File: config.mk
export PLATFORM = sky130hd
export DESIGN_NAME = imu_still_bias_calibrator
export DESIGN_NICKNAME = d
export VERILOG_FILES = /design/src/rtl/imusbc_pkg.sv /design/src/rtl/imusbc_fifo.sv /design/src/rtl/imusbc_front.sv /design/src/rtl/imusbc_div.sv /design/src/rtl/imusbc_back.sv /design/src/rtl/imu_still_bias_calibrator.sv
export SDC_FILE = /design/constraint.sdc
export NUM_CORES = 2
export LEC_CHECK = 0
export BUFFER_PORTS_ARGS = -buffer_cell sky130_fd_sc_hd__buf_2
export CAP_MARGIN = 20
export CORE_UTILIZATION = 54
export CTS_CLUSTER_DIAMETER = 60
export DETAILED_ROUTE_END_ITERATION = 16
export GPL_ROUTABILITY_DRIVEN = 0
export PLACE_DENSITY = 0.7
export SLEW_MARGIN = 0
export SYNTH_ARGS = -nofsm -noshare
export SYNTH_HDL_FRONTEND = slang
export SYNTH_HIERARCHICAL = 1
export SYNTH_SLANG_ARGS = --single-unit
File: constraint.sdc
create_clock -name clk -period 16 [get_ports clk]
set_input_delay 0 -clock clk [delete_from_list [all_inputs] [get_ports clk]]
set_output_delay 0 -clock clk [all_outputs]
set_load 0.02 [all_outputs]
File: src/rtl/imusbc_pkg.sv
package imusbc_pkg;

  // Raw six-axis sample plus the armed flag, as one input beat.
  typedef struct packed {
    logic signed [15:0] gyro_x;
    logic signed [15:0] gyro_y;
    logic signed [15:0] gyro_z;
    logic signed [15:0] accel_x;
    logic signed [15:0] accel_y;
    logic signed [15:0] accel_z;
    logic               armed;
  } in_t;

  // Bias-corrected sample, as one result beat.
  typedef struct packed {
    logic signed [15:0] gyro_x_corr;
    logic signed [15:0] gyro_y_corr;
    logic signed [15:0] gyro_z_corr;
    logic signed [15:0] accel_x_corr;
    logic signed [15:0] accel_y_corr;
    logic signed [15:0] accel_z_corr;
    logic               calibrated;
  } out_t;

  // A sample after the front end has classified it.
  typedef struct packed {
    in_t  smp;
    logic still;
  } cls_t;

  // Stillness thresholds handed to the front end.
  typedef struct packed {
    logic [15:0] gyro_limit;
    logic [31:0] sq_low;
    logic [31:0] sq_high;
  } thr_t;

  // Back-end status seen at the top level.
  typedef struct packed {
    logic latched;
    logic dividing;
  } bk_stat_t;

  typedef enum logic [1:0] {
    REG_GYRO_LIMIT = 2'd0,
    REG_SQ_LOW     = 2'd1,
    REG_SQ_HIGH    = 2'd2,
    REG_TOTAL      = 2'd3
  } reg_idx_t;

  localparam int          AXES       = 6;
  localparam int          OFF_W      = 17;
  localparam int          CFG_W      = 32;
  localparam logic [15:0] GYRO_LIMIT_RST = 16'd82;
  localparam logic [31:0] SQ_LOW_RST     = 32'd242269225;
  localparam logic [31:0] SQ_HIGH_RST    = 32'd295943209;
  localparam logic [15:0] TOTAL_RST      = 16'd500;
  localparam logic signed [OFF_W-1:0] ONE_G_LSB = 17'sd16384;

  // Magnitude of a 16-bit two's complement value; -32768 gives 32768.
  function automatic logic [15:0] abs16(input logic signed [15:0] v);
    abs16 = v[15] ? (~v + 16'd1) : v;
  endfunction

endpackage

File: src/rtl/imusbc_fifo.sv
module imusbc_fifo #(
  parameter int W  = 8,
  parameter int AW = 1
) (
  input  logic         clk,
  input  logic         rst,
  input  logic         push,
  input  logic [W-1:0] din,
  output logic         full,
  input  logic         pop,
  output logic [W-1:0] dout,
  output logic         empty
);

  localparam int DEPTH = 2 ** AW;

  logic [W-1:0]  mem [DEPTH];
  logic [AW-1:0] wptr;
  logic [AW-1:0] rptr;
  logic [AW:0]   cnt;
  logic          do_push;
  logic          do_pop;

  assign full    = cnt[AW];
  assign empty   = (cnt == '0);
  assign do_push = push && !full;
  assign do_pop  = pop && !empty;
  assign dout    = mem[rptr];

  always_ff @(posedge clk) begin
    if (rst) begin
      wptr <= '0;
      rptr <= '0;
      cnt  <= '0;
    end else begin
      if (do_push) begin
        wptr <= wptr + AW'(1);
      end
      if (do_pop) begin
        rptr <= rptr + AW'(1);
      end
      if (do_push && !do_pop) begin
        cnt <= cnt + (AW+1)'(1);
      end else if (do_pop && !do_push) begin
        cnt <= cnt - (AW+1)'(1);
      end
    end
  end

  always_ff @(posedge clk) begin
    if (do_push) begin
      mem[wptr] <= din;
    end
  end

endmodule

File: src/rtl/imusbc_front.sv
module imusbc_front (
  input  logic              clk,
  input  logic              rst,
  input  logic              push,
  output logic              full,
  input  imusbc_pkg::in_t   sample,
  input  imusbc_pkg::thr_t  thr,
  output logic              mid_push,
  input  logic              mid_full,
  output imusbc_pkg::cls_t  mid_data
);

  logic            s1_valid;
  imusbc_pkg::in_t s1_smp;
  logic            s1_gok;
  logic [30:0]     s1_sq [3];
  logic [15:0]     gmag [3];
  logic [15:0]     amag [3];
  logic [31:0]     prod [3];
  logic [31:0]     sq;
  logic            still;
  logic            load;

  // Stage one: gyro limit test and the three accel squares.
  always_comb begin
    gmag[0] = imusbc_pkg::abs16(sample.gyro_x);
    gmag[1] = imusbc_pkg::abs16(sample.gyro_y);
    gmag[2] = imusbc_pkg::abs16(sample.gyro_z);
    amag[0] = imusbc_pkg::abs16(sample.accel_x);
    amag[1] = imusbc_pkg::abs16(sample.accel_y);
    amag[2] = imusbc_pkg::abs16(sample.accel_z);
    for (int i = 0; i < 3; i++) begin
      prod[i] = amag[i] * amag[i];
    end
  end

  assign full     = s1_valid && mid_full;
  assign load     = push && !full;
  assign mid_push = s1_valid && !mid_full;

  always_ff @(posedge clk) begin
    if (rst) begin
      s1_valid <= 1'b0;
    end else if (load) begin
      s1_valid <= 1'b1;
    end else if (mid_push) begin
      s1_valid <= 1'b0;
    end
  end

  always_ff @(posedge clk) begin
    if (load) begin
      s1_smp <= sample;
      s1_gok <= (gmag[0] <= thr.gyro_limit) && (gmag[1] <= thr.gyro_limit) &&
                (gmag[2] <= thr.gyro_limit);
      for (int i = 0; i < 3; i++) begin
        s1_sq[i] <= prod[i][30:0];
      end
    end
  end

  // Stage two: the squared magnitude against the band.
  always_comb begin
    sq    = 32'(s1_sq[0]) + 32'(s1_sq[1]) + 32'(s1_sq[2]);
    still = s1_gok && (sq >= thr.sq_low) && (sq <= thr.sq_high);
  end

  assign mid_data = '{smp: s1_smp, still: still};

endmodule

File: src/rtl/imusbc_div.sv
module imusbc_div #(
  parameter int CW    = 16,
  parameter int SUM_W = 32
) (
  input  logic                                  clk,
  input  logic                                  rst,
  input  logic                                  start,
  input  logic signed [SUM_W-1:0]               dividend,
  input  logic [CW-1:0]                         divisor,
  output logic                                  done,
  output logic signed [imusbc_pkg::OFF_W-1:0]   quotient
);

  localparam int STEP_W = $clog2(SUM_W + 1);

  logic [SUM_W-1:0]              mag;
  logic [CW-1:0]                 rem;
  logic [CW-1:0]                 dvsr;
  logic                          neg;
  logic [STEP_W-1:0]             step;
  logic [CW:0]                   rem_sh;
  logic [CW:0]                   diff;
  logic                          fits;
  logic [imusbc_pkg::OFF_W-1:0]  qmag;

  // One quotient bit per cycle, restoring form, on the magnitude.
  always_comb begin
    rem_sh = {rem, mag[SUM_W-1]};
    diff   = rem_sh - {1'b0, dvsr};
    fits   = (rem_sh >= {1'b0, dvsr});
    qmag   = mag[imusbc_pkg::OFF_W-1:0];
  end

  assign quotient = neg ? (~qmag + 1'b1) : qmag;

  // Done pulses for one cycle right after the last quotient bit is shifted in.
  always_ff @(posedge clk) begin
    if (rst) begin
      step <= '0;
      done <= 1'b0;
    end else begin
      done <= !start && (step == STEP_W'(1));
      if (start) begin
        step <= STEP_W'(SUM_W);
      end else if (step != '0) begin
        step <= step - STEP_W'(1);
      end
    end
  end

  always_ff @(posedge clk) begin
    if (start) begin
      neg  <= dividend[SUM_W-1];
      mag  <= dividend[SUM_W-1] ? (~dividend + 1'b1) : dividend;
      rem  <= '0;
      dvsr <= divisor;
    end else if (step != '0) begin
      rem <= fits ? diff[CW-1:0] : rem_sh[CW-1:0];
      mag <= {mag[SUM_W-2:0], fits};
    end
  end

endmodule

File: src/rtl/imusbc_back.sv
module imusbc_back #(
  parameter int CW    = 16,
  parameter int SUM_W = 32
) (
  input  logic                   clk,
  input  logic                   rst,
  input  logic [15:0]            total,
  input  logic                   mid_empty,
  output logic                   mid_pop,
  input  imusbc_pkg::cls_t       mid_data,
  input  logic                   out_full,
  output logic                   out_push,
  output imusbc_pkg::out_t       out_data,
  output imusbc_pkg::bk_stat_t   stat
);

  localparam int EW  = (CW > 16) ? CW : 16;
  localparam int OW  = imusbc_pkg::OFF_W;
  localparam int NAX = imusbc_pkg::AXES;

  typedef enum logic [2:0] {
    ST_RUN  = 3'b001,
    ST_DIV  = 3'b010,
    ST_DONE = 3'b100
  } bk_state_t;

  bk_state_t               state;
  logic                    latched;
  logic [CW-1:0]           cnt;
  logic signed [SUM_W-1:0] sums [NAX];
  logic signed [OW-1:0]    off [NAX];
  logic [2:0]              idx;
  logic                    kick;
  logic [CW-1:0]           n;
  imusbc_pkg::in_t         cur;

  logic signed [15:0]      hax [NAX];
  logic signed [15:0]      sax [NAX];
  logic signed [SUM_W-1:0] sum_add [NAX];
  logic [CW-1:0]           cnt_inc;
  logic [CW-1:0]           target;
  logic [EW-1:0]           total_ext;
  logic                    take;
  logic                    active;
  logic                    complete;
  imusbc_pkg::in_t         src;
  logic                    div_done;
  logic signed [OW-1:0]    quo;

  imusbc_div #(.CW(CW), .SUM_W(SUM_W)) u_div (
    .clk      (clk),
    .rst      (rst),
    .start    (kick),
    .dividend (sums[idx]),
    .divisor  (n),
    .done     (div_done),
    .quotient (quo)
  );

  // Target count: zero counts as one, and it never exceeds the counter.
  always_comb begin
    total_ext = EW'(total);
    if (total == '0) begin
      target = CW'(1);
    end else if (total_ext > EW'({CW{1'b1}})) begin
      target = {CW{1'b1}};
    end else begin
      target = total_ext[CW-1:0];
    end
  end

  always_comb begin
    hax[0] = mid_data.smp.gyro_x;
    hax[1] = mid_data.smp.gyro_y;
    hax[2] = mid_data.smp.gyro_z;
    hax[3] = mid_data.smp.accel_x;
    hax[4] = mid_data.smp.accel_y;
    hax[5] = mid_data.smp.accel_z;
    for (int i = 0; i < NAX; i++) begin
      sum_add[i] = sums[i] + SUM_W'(hax[i]);
    end
    cnt_inc  = cnt + CW'(1);
    complete = (cnt_inc >= target) && (cnt_inc != '0);
    active   = !latched && !mid_data.smp.armed;
    take     = (state == ST_RUN) && !mid_empty && !out_full;
  end

  assign mid_pop  = take;
  assign out_push = (take && !(active && mid_data.still && complete)) ||
                    ((state == ST_DONE) && !out_full);

  // Result: the sample minus the biases, wrapped to 16 bits.
  always_comb begin
    src    = (state == ST_DONE) ? cur : mid_data.smp;
    sax[0] = src.gyro_x;
    sax[1] = src.gyro_y;
    sax[2] = src.gyro_z;
    sax[3] = src.accel_x;
    sax[4] = src.accel_y;
    sax[5] = src.accel_z;
    out_data.gyro_x_corr  = sax[0] - off[0][15:0];
    out_data.gyro_y_corr  = sax[1] - off[1][15:0];
    out_data.gyro_z_corr  = sax[2] - off[2][15:0];
    out_data.accel_x_corr = sax[3] - off[3][15:0];
    out_data.accel_y_corr = sax[4] - off[4][15:0];
    out_data.accel_z_corr = sax[5] - off[5][15:0];
    out_data.calibrated   = latched || (state == ST_DONE);
  end

  assign stat = '{latched: latched, dividing: (state == ST_DIV)};

  always_ff @(posedge clk) begin
    if (rst) begin
      state   <= ST_RUN;
      latched <= 1'b0;
      cnt     <= '0;
      kick    <= 1'b0;
      idx     <= '0;
      for (int i = 0; i < NAX; i++) begin
        sums[i] <= '0;
        off[i]  <= '0;
      end
    end else begin
      case (state)
        ST_RUN: begin
          if (take && active) begin
            if (!mid_data.still) begin
              cnt <= '0;
              for (int i = 0; i < NAX; i++) begin
                sums[i] <= '0;
              end
            end else begin
              cnt <= cnt_inc;
              for (int i = 0; i < NAX; i++) begin
                sums[i] <= sum_add[i];
              end
              if (complete) begin
                cur   <= mid_data.smp;
                n     <= cnt_inc;
                idx   <= '0;
                kick  <= 1'b1;
                state <= ST_DIV;
              end
            end
          end
        end
        ST_DIV: begin
          // The next axis starts right after the current one is captured.
          kick <= div_done && (idx != 3'(NAX - 1));
          if (div_done) begin
            if (idx == 3'(NAX - 1)) begin
              off[idx] <= quo - imusbc_pkg::ONE_G_LSB;
              state    <= ST_DONE;
            end else begin
              off[idx] <= quo;
              idx      <= idx + 3'd1;
            end
          end
        end
        ST_DONE: begin
          // The completing beat waits here until the result buffer has room.
          if (!out_full) begin
            latched <= 1'b1;
            cnt     <= '0;
            for (int i = 0; i < NAX; i++) begin
              sums[i] <= '0;
            end
            state <= ST_RUN;
          end
        end
        default: begin
          state <= ST_RUN;
        end
      endcase
    end
  end

endmodule

File: src/rtl/imu_still_bias_calibrator.sv
// IMU still-bias calibrator. Every beat pushed in is one raw six-axis sample with an armed
// flag, and exactly one beat comes out for it, in order: the sample minus the current gyro
// and accel biases, wrapped to 16 bits, plus a calibrated flag. Until the biases latch, the
// block watches for stillness on disarmed samples (each gyro axis within gyro_limit and
// ax^2+ay^2+az^2 inside [sq_low, sq_high]); a moving sample restarts the average, and
// after total consecutive still samples the biases become the truncated means, with one g
// taken off accel Z, and calibrated stays high from that beat on until reset.
// A two-stage front end (abs and squares, then the band compare) classifies samples into a
// four-beat queue, and the back end applies them at one beat per clock while the result
// buffer has room, so the block then sustains one sample per cycle; a result passes the
// stage-one register, the queue and the result buffer before it can be popped. The one
// exception is the sample that completes the average: the back end then runs one shared
// bit-serial divider over the six sums, axis by axis, so that beat is held back, longer if
// the result buffer is full, while the front end keeps filling its queue. The user must
// write configuration registers only while the block is idle; the block does not enforce this.
module imu_still_bias_calibrator #(
  parameter int COUNT_WIDTH = 16
) (
  input  logic                            clk,
  input  logic                            rst,
  input  logic                            push,
  output logic                            full,
  input  imusbc_pkg::in_t                 sample,
  output logic                            empty,
  input  logic                            pop,
  output imusbc_pkg::out_t                result,
  input  logic                            cfg_we,
  input  logic [1:0]                      cfg_index,
  input  logic [imusbc_pkg::CFG_W-1:0]    cfg_data
);

  // Sums of up to 2^COUNT_WIDTH-1 samples of 16 bits, signed.
  localparam int SUM_W = COUNT_WIDTH + 16;
  localparam int CLS_W = $bits(imusbc_pkg::cls_t);
  localparam int OUT_W = $bits(imusbc_pkg::out_t);

  // Configuration registers.
  logic [15:0] gyro_limit;
  logic [31:0] sq_low;
  logic [31:0] sq_high;
  logic [15:0] total;

  always_ff @(posedge clk) begin
    if (rst) begin
      gyro_limit <= imusbc_pkg::GYRO_LIMIT_RST;
      sq_low     <= imusbc_pkg::SQ_LOW_RST;
      sq_high    <= imusbc_pkg::SQ_HIGH_RST;
      total      <= imusbc_pkg::TOTAL_RST;
    end else if (cfg_we) begin
      case (imusbc_pkg::reg_idx_t'(cfg_index))
        imusbc_pkg::REG_GYRO_LIMIT: gyro_limit <= cfg_data[15:0];
        imusbc_pkg::REG_SQ_LOW:     sq_low     <= cfg_data;
        imusbc_pkg::REG_SQ_HIGH:    sq_high    <= cfg_data;
        imusbc_pkg::REG_TOTAL:      total      <= cfg_data[15:0];
        default: begin
        end
      endcase
    end
  end

  imusbc_pkg::thr_t     thr;
  logic                 mid_push;
  logic                 mid_full;
  imusbc_pkg::cls_t     mid_in;
  logic                 mid_pop;
  logic                 mid_empty;
  logic [CLS_W-1:0]     mid_out;
  logic                 out_push;
  logic                 out_full;
  imusbc_pkg::out_t     out_in;
  logic [OUT_W-1:0]     out_out;
  imusbc_pkg::bk_stat_t bk_stat;

  assign thr = '{gyro_limit: gyro_limit, sq_low: sq_low, sq_high: sq_high};

  // Front end: classifies each sample as still or moving.
  imusbc_front u_front (
    .clk      (clk),
    .rst      (rst),
    .push     (push),
    .full     (full),
    .sample   (sample),
    .thr      (thr),
    .mid_push (mid_push),
    .mid_full (mid_full),
    .mid_data (mid_in)
  );

  // Queue of classified samples between the two halves.
  imusbc_fifo #(.W(CLS_W), .AW(2)) u_mid (
    .clk   (clk),
    .rst   (rst),
    .push  (mid_push),
    .din   (mid_in),
    .full  (mid_full),
    .pop   (mid_pop),
    .dout  (mid_out),
    .empty (mid_empty)
  );

  // Back end: running sums, bias division and correction.
  imusbc_back #(.CW(COUNT_WIDTH), .SUM_W(SUM_W)) u_back (
    .clk       (clk),
    .rst       (rst),
    .total     (total),
    .mid_empty (mid_empty),
    .mid_pop   (mid_pop),
    .mid_data  (imusbc_pkg::cls_t'(mid_out)),
    .out_full  (out_full),
    .out_push  (out_push),
    .out_data  (out_in),
    .stat      (bk_stat)
  );

  // Two-beat result buffer, so a stalled consumer does not stop the back end at once.
  imusbc_fifo #(.W(OUT_W), .AW(1)) u_out (
    .clk   (clk),
    .rst   (rst),
    .push  (out_push),
    .din   (out_in),
    .full  (out_full),
    .pop   (pop),
    .dout  (out_out),
    .empty (empty)
  );

  assign result = imusbc_pkg::out_t'(out_out);

  // Once the biases latch they hold until reset.
  a_latch_holds: assert property (@(posedge clk) disable iff (rst)
    bk_stat.latched |=> bk_stat.latched)
    else $error("calibrated flag dropped after latching");

  // No result leaves the back end while the divider runs.
  a_no_push_dividing: assert property (@(posedge clk) disable iff (rst)
    bk_stat.dividing |-> !out_push)
    else $error("result pushed during bias division");

  // The back end never overruns the result buffer.
  a_out_no_overrun: assert property (@(posedge clk) disable iff (rst)
    out_push |-> !out_full)
    else $error("result buffer overrun");

  // The front end never overruns the classified-sample queue.
  a_mid_no_overrun: assert property (@(posedge clk) disable iff (rst)
    mid_push |-> !mid_full)
    else $error("sample queue overrun");

endmodule
==> results.yml <==
setup_path:
  worst_setup_path_end_kind: "flop"
  max_stage_delay_ps: 750
  start_kind: "input pin"
  crit_fanout: 16
  path_common_cell: "fa_1"
  cp.arrival_ps: 9930
  cp.required_ps: 16530
  slowest_stage: "xor2_1"
  worst-setup-path-type: "input pin to flop"
clock_tree:
  root_buffer: "clkbuf_16"
  cts.sink_count: 1381
  cts_max_level: 4
  cts_tree: "built"
  clk_latency_ps: 800
  cts.repair.resized: 0
  cts.clk_slew.worst_paths_ps: 60
  clockBufferDepth: 3
  numCtsBuffers: 152
outcome:
  outcome: "finished clean"
global_route:
  antenna_found_initial: 19
  grt_util_all_layers: 0.2737
  grt_max_degree: 110
  grt_pass1_wl_mm: 369.1
  grt_overflow: 0
  grt_pass1_vias: 65700
synth:
  syn-instance-count: 8329
  syn_area_per_cell_um2: 11.31
  netlist_area_um2: 94230
  yosys_warnings: 6
sta:
  tightest_slew_ps: 1157
  post-route-min-period_ps: 9402
  period_share: 0.5876
  slew_violations: 0
  setup_tns_ps: 0
  setup_viol_count_final: 0
  hold_viol_final: 0
  hold_ws_ps: 62.48
  rsz0062_at_grt: "no"
  fmax_ghz: 0.1064
  maxSlewHeadroom: 0.2263
  skew_ps: 31.82
floorplan:
  rows: 152
  die-height_um: 419.7
  ios: 235
  die_w_um: 419.7
  dieArea_um2: 176200
  core_um2: 172500
  initial_utilization: 0.5463
layout:
  area_delta_synth_final_pct: 11.57
  regArea_um2: 39880
  fill_cells: 13560
  fin_nets: 10210
  fin_cells: 11250
  final_core_util: 0.6095
  drive_gt1_frac: 0.1033
  multiInputGateArea_um2: 49560
job:
  cap_violations: 0
hold_path:
  worstHoldPathType: "input pin to flop"
detailed_routing:
  post-route-drc-count: 0
  viasPerCell: 5.798
  vias: 65220
  drtIter0Drc: 5139
  wire_per_inst_um: 21.27
  first_pass_iters: 7
  antenna_left: 0
  finalWirelength_mm: 239.3
place:
  hpwl_mm: 178.2
  placed_cells: 10750
  port_buffers: 234
## what timing repair did
action | in CTS | in global routing
setup buffers | 0 | 0
hold buffers | 200 | 0
hold endpoints to repair | 270 | 0
## placed cells by master, fill, tap and decap left out, drive strengths merged, types with 46 or more instances in the layout
cell type / n
a21oi: 421
nor3: 111
fa: 536
o21ai: 227
nor2: 802
clkinv: 71
xor2: 191
buf: 299
dfxtp: 161
nand3: 126
or3: 59
o21a: 61
o21bai: 46
edfxtp: 1220
a31oi: 48
nor2b: 52
ha: 745
and3: 53
xnor2: 304
inv: 1061
a21o: 136
mux2i: 165
mux4: 130
nand2: 545
mux2: 176
a211oi: 49
nand2b: 153
clkbuf: 187
o31ai: 52
dlygate4sd3: 200
## layer usage
layer,part of all wire,global-route usage
met3,0.064,0.04218
met5,0,0
met2,0.48,0.4546
met4,0.051,0.1295
met1,0.40,0.3515
## worst paths after layout
kind / start / to / slack, ps / cells after the start
setup reg to reg: u_back/cnt[0] / u_out/mem[0][51] / 9230 / 15
hold reg to reg: u_back/n[9] / u_back/u_div/dvsr[9] / 410 / 0
hold / removal: sample[35] / u_front/mid_data[36] / 60 / 2
setup / recovery: sample[17] / u_front/s1_sq[0][59] / 6600 / 29
## flip-flops by register name, indices dropped and copies added, names as in the netlist, 32 cells and up, named ones only
signal,count
sq_high,32
sq_low,32
u_back/cur,96
u_back/off,96
u_back/sums,192
u_back/u_div/mag,32
u_front/mid_data,97
u_front/s1_sq,87
u_mid/mem,392
u_out/mem,194
## stage by stage
| step | setup slack, ps | instance area (um^2) |
|---|---|---|
| floorplan | 4583 | 94360 |
| global placement | 6729 | 97970 |
| detailed placement | 6510 | 97970 |
| CTS | 6771 | 105100 |
| global route | 6044 | 105100 |
| finish | 6598 | 105100 |
## worst max-delay path, delay by kind of cell
kind / cells / cell delay (ps)
compound gates: 7 / 2310
xor+xnor: 2 / 830
fa+ha+maj: 8 / 3620
buf+inv: 7 / 1850
simple gates: 5 / 1290
## final cells by class
| class | instances | area share |
|---|---|---|
| Multi-Input combinational cell | 5700 | 0.4713 |
| Sequential cell | 1381 | 0.3793 |
| Clock buffer | 187 | 0.03851 |
| Inverter | 1061 | 0.03793 |
| Timing Repair Buffer | 499 | 0.03519 |
| Tap cell | 2310 | 0.02749 |
| Clock inverter | 95 | 0.009854 |
| Antenna cell | 17 | 0.0004046 |
Power is left out: the tool's default activity adds up to more than one toggle a clock period on the data nets, which glitch-free logic cannot reach.
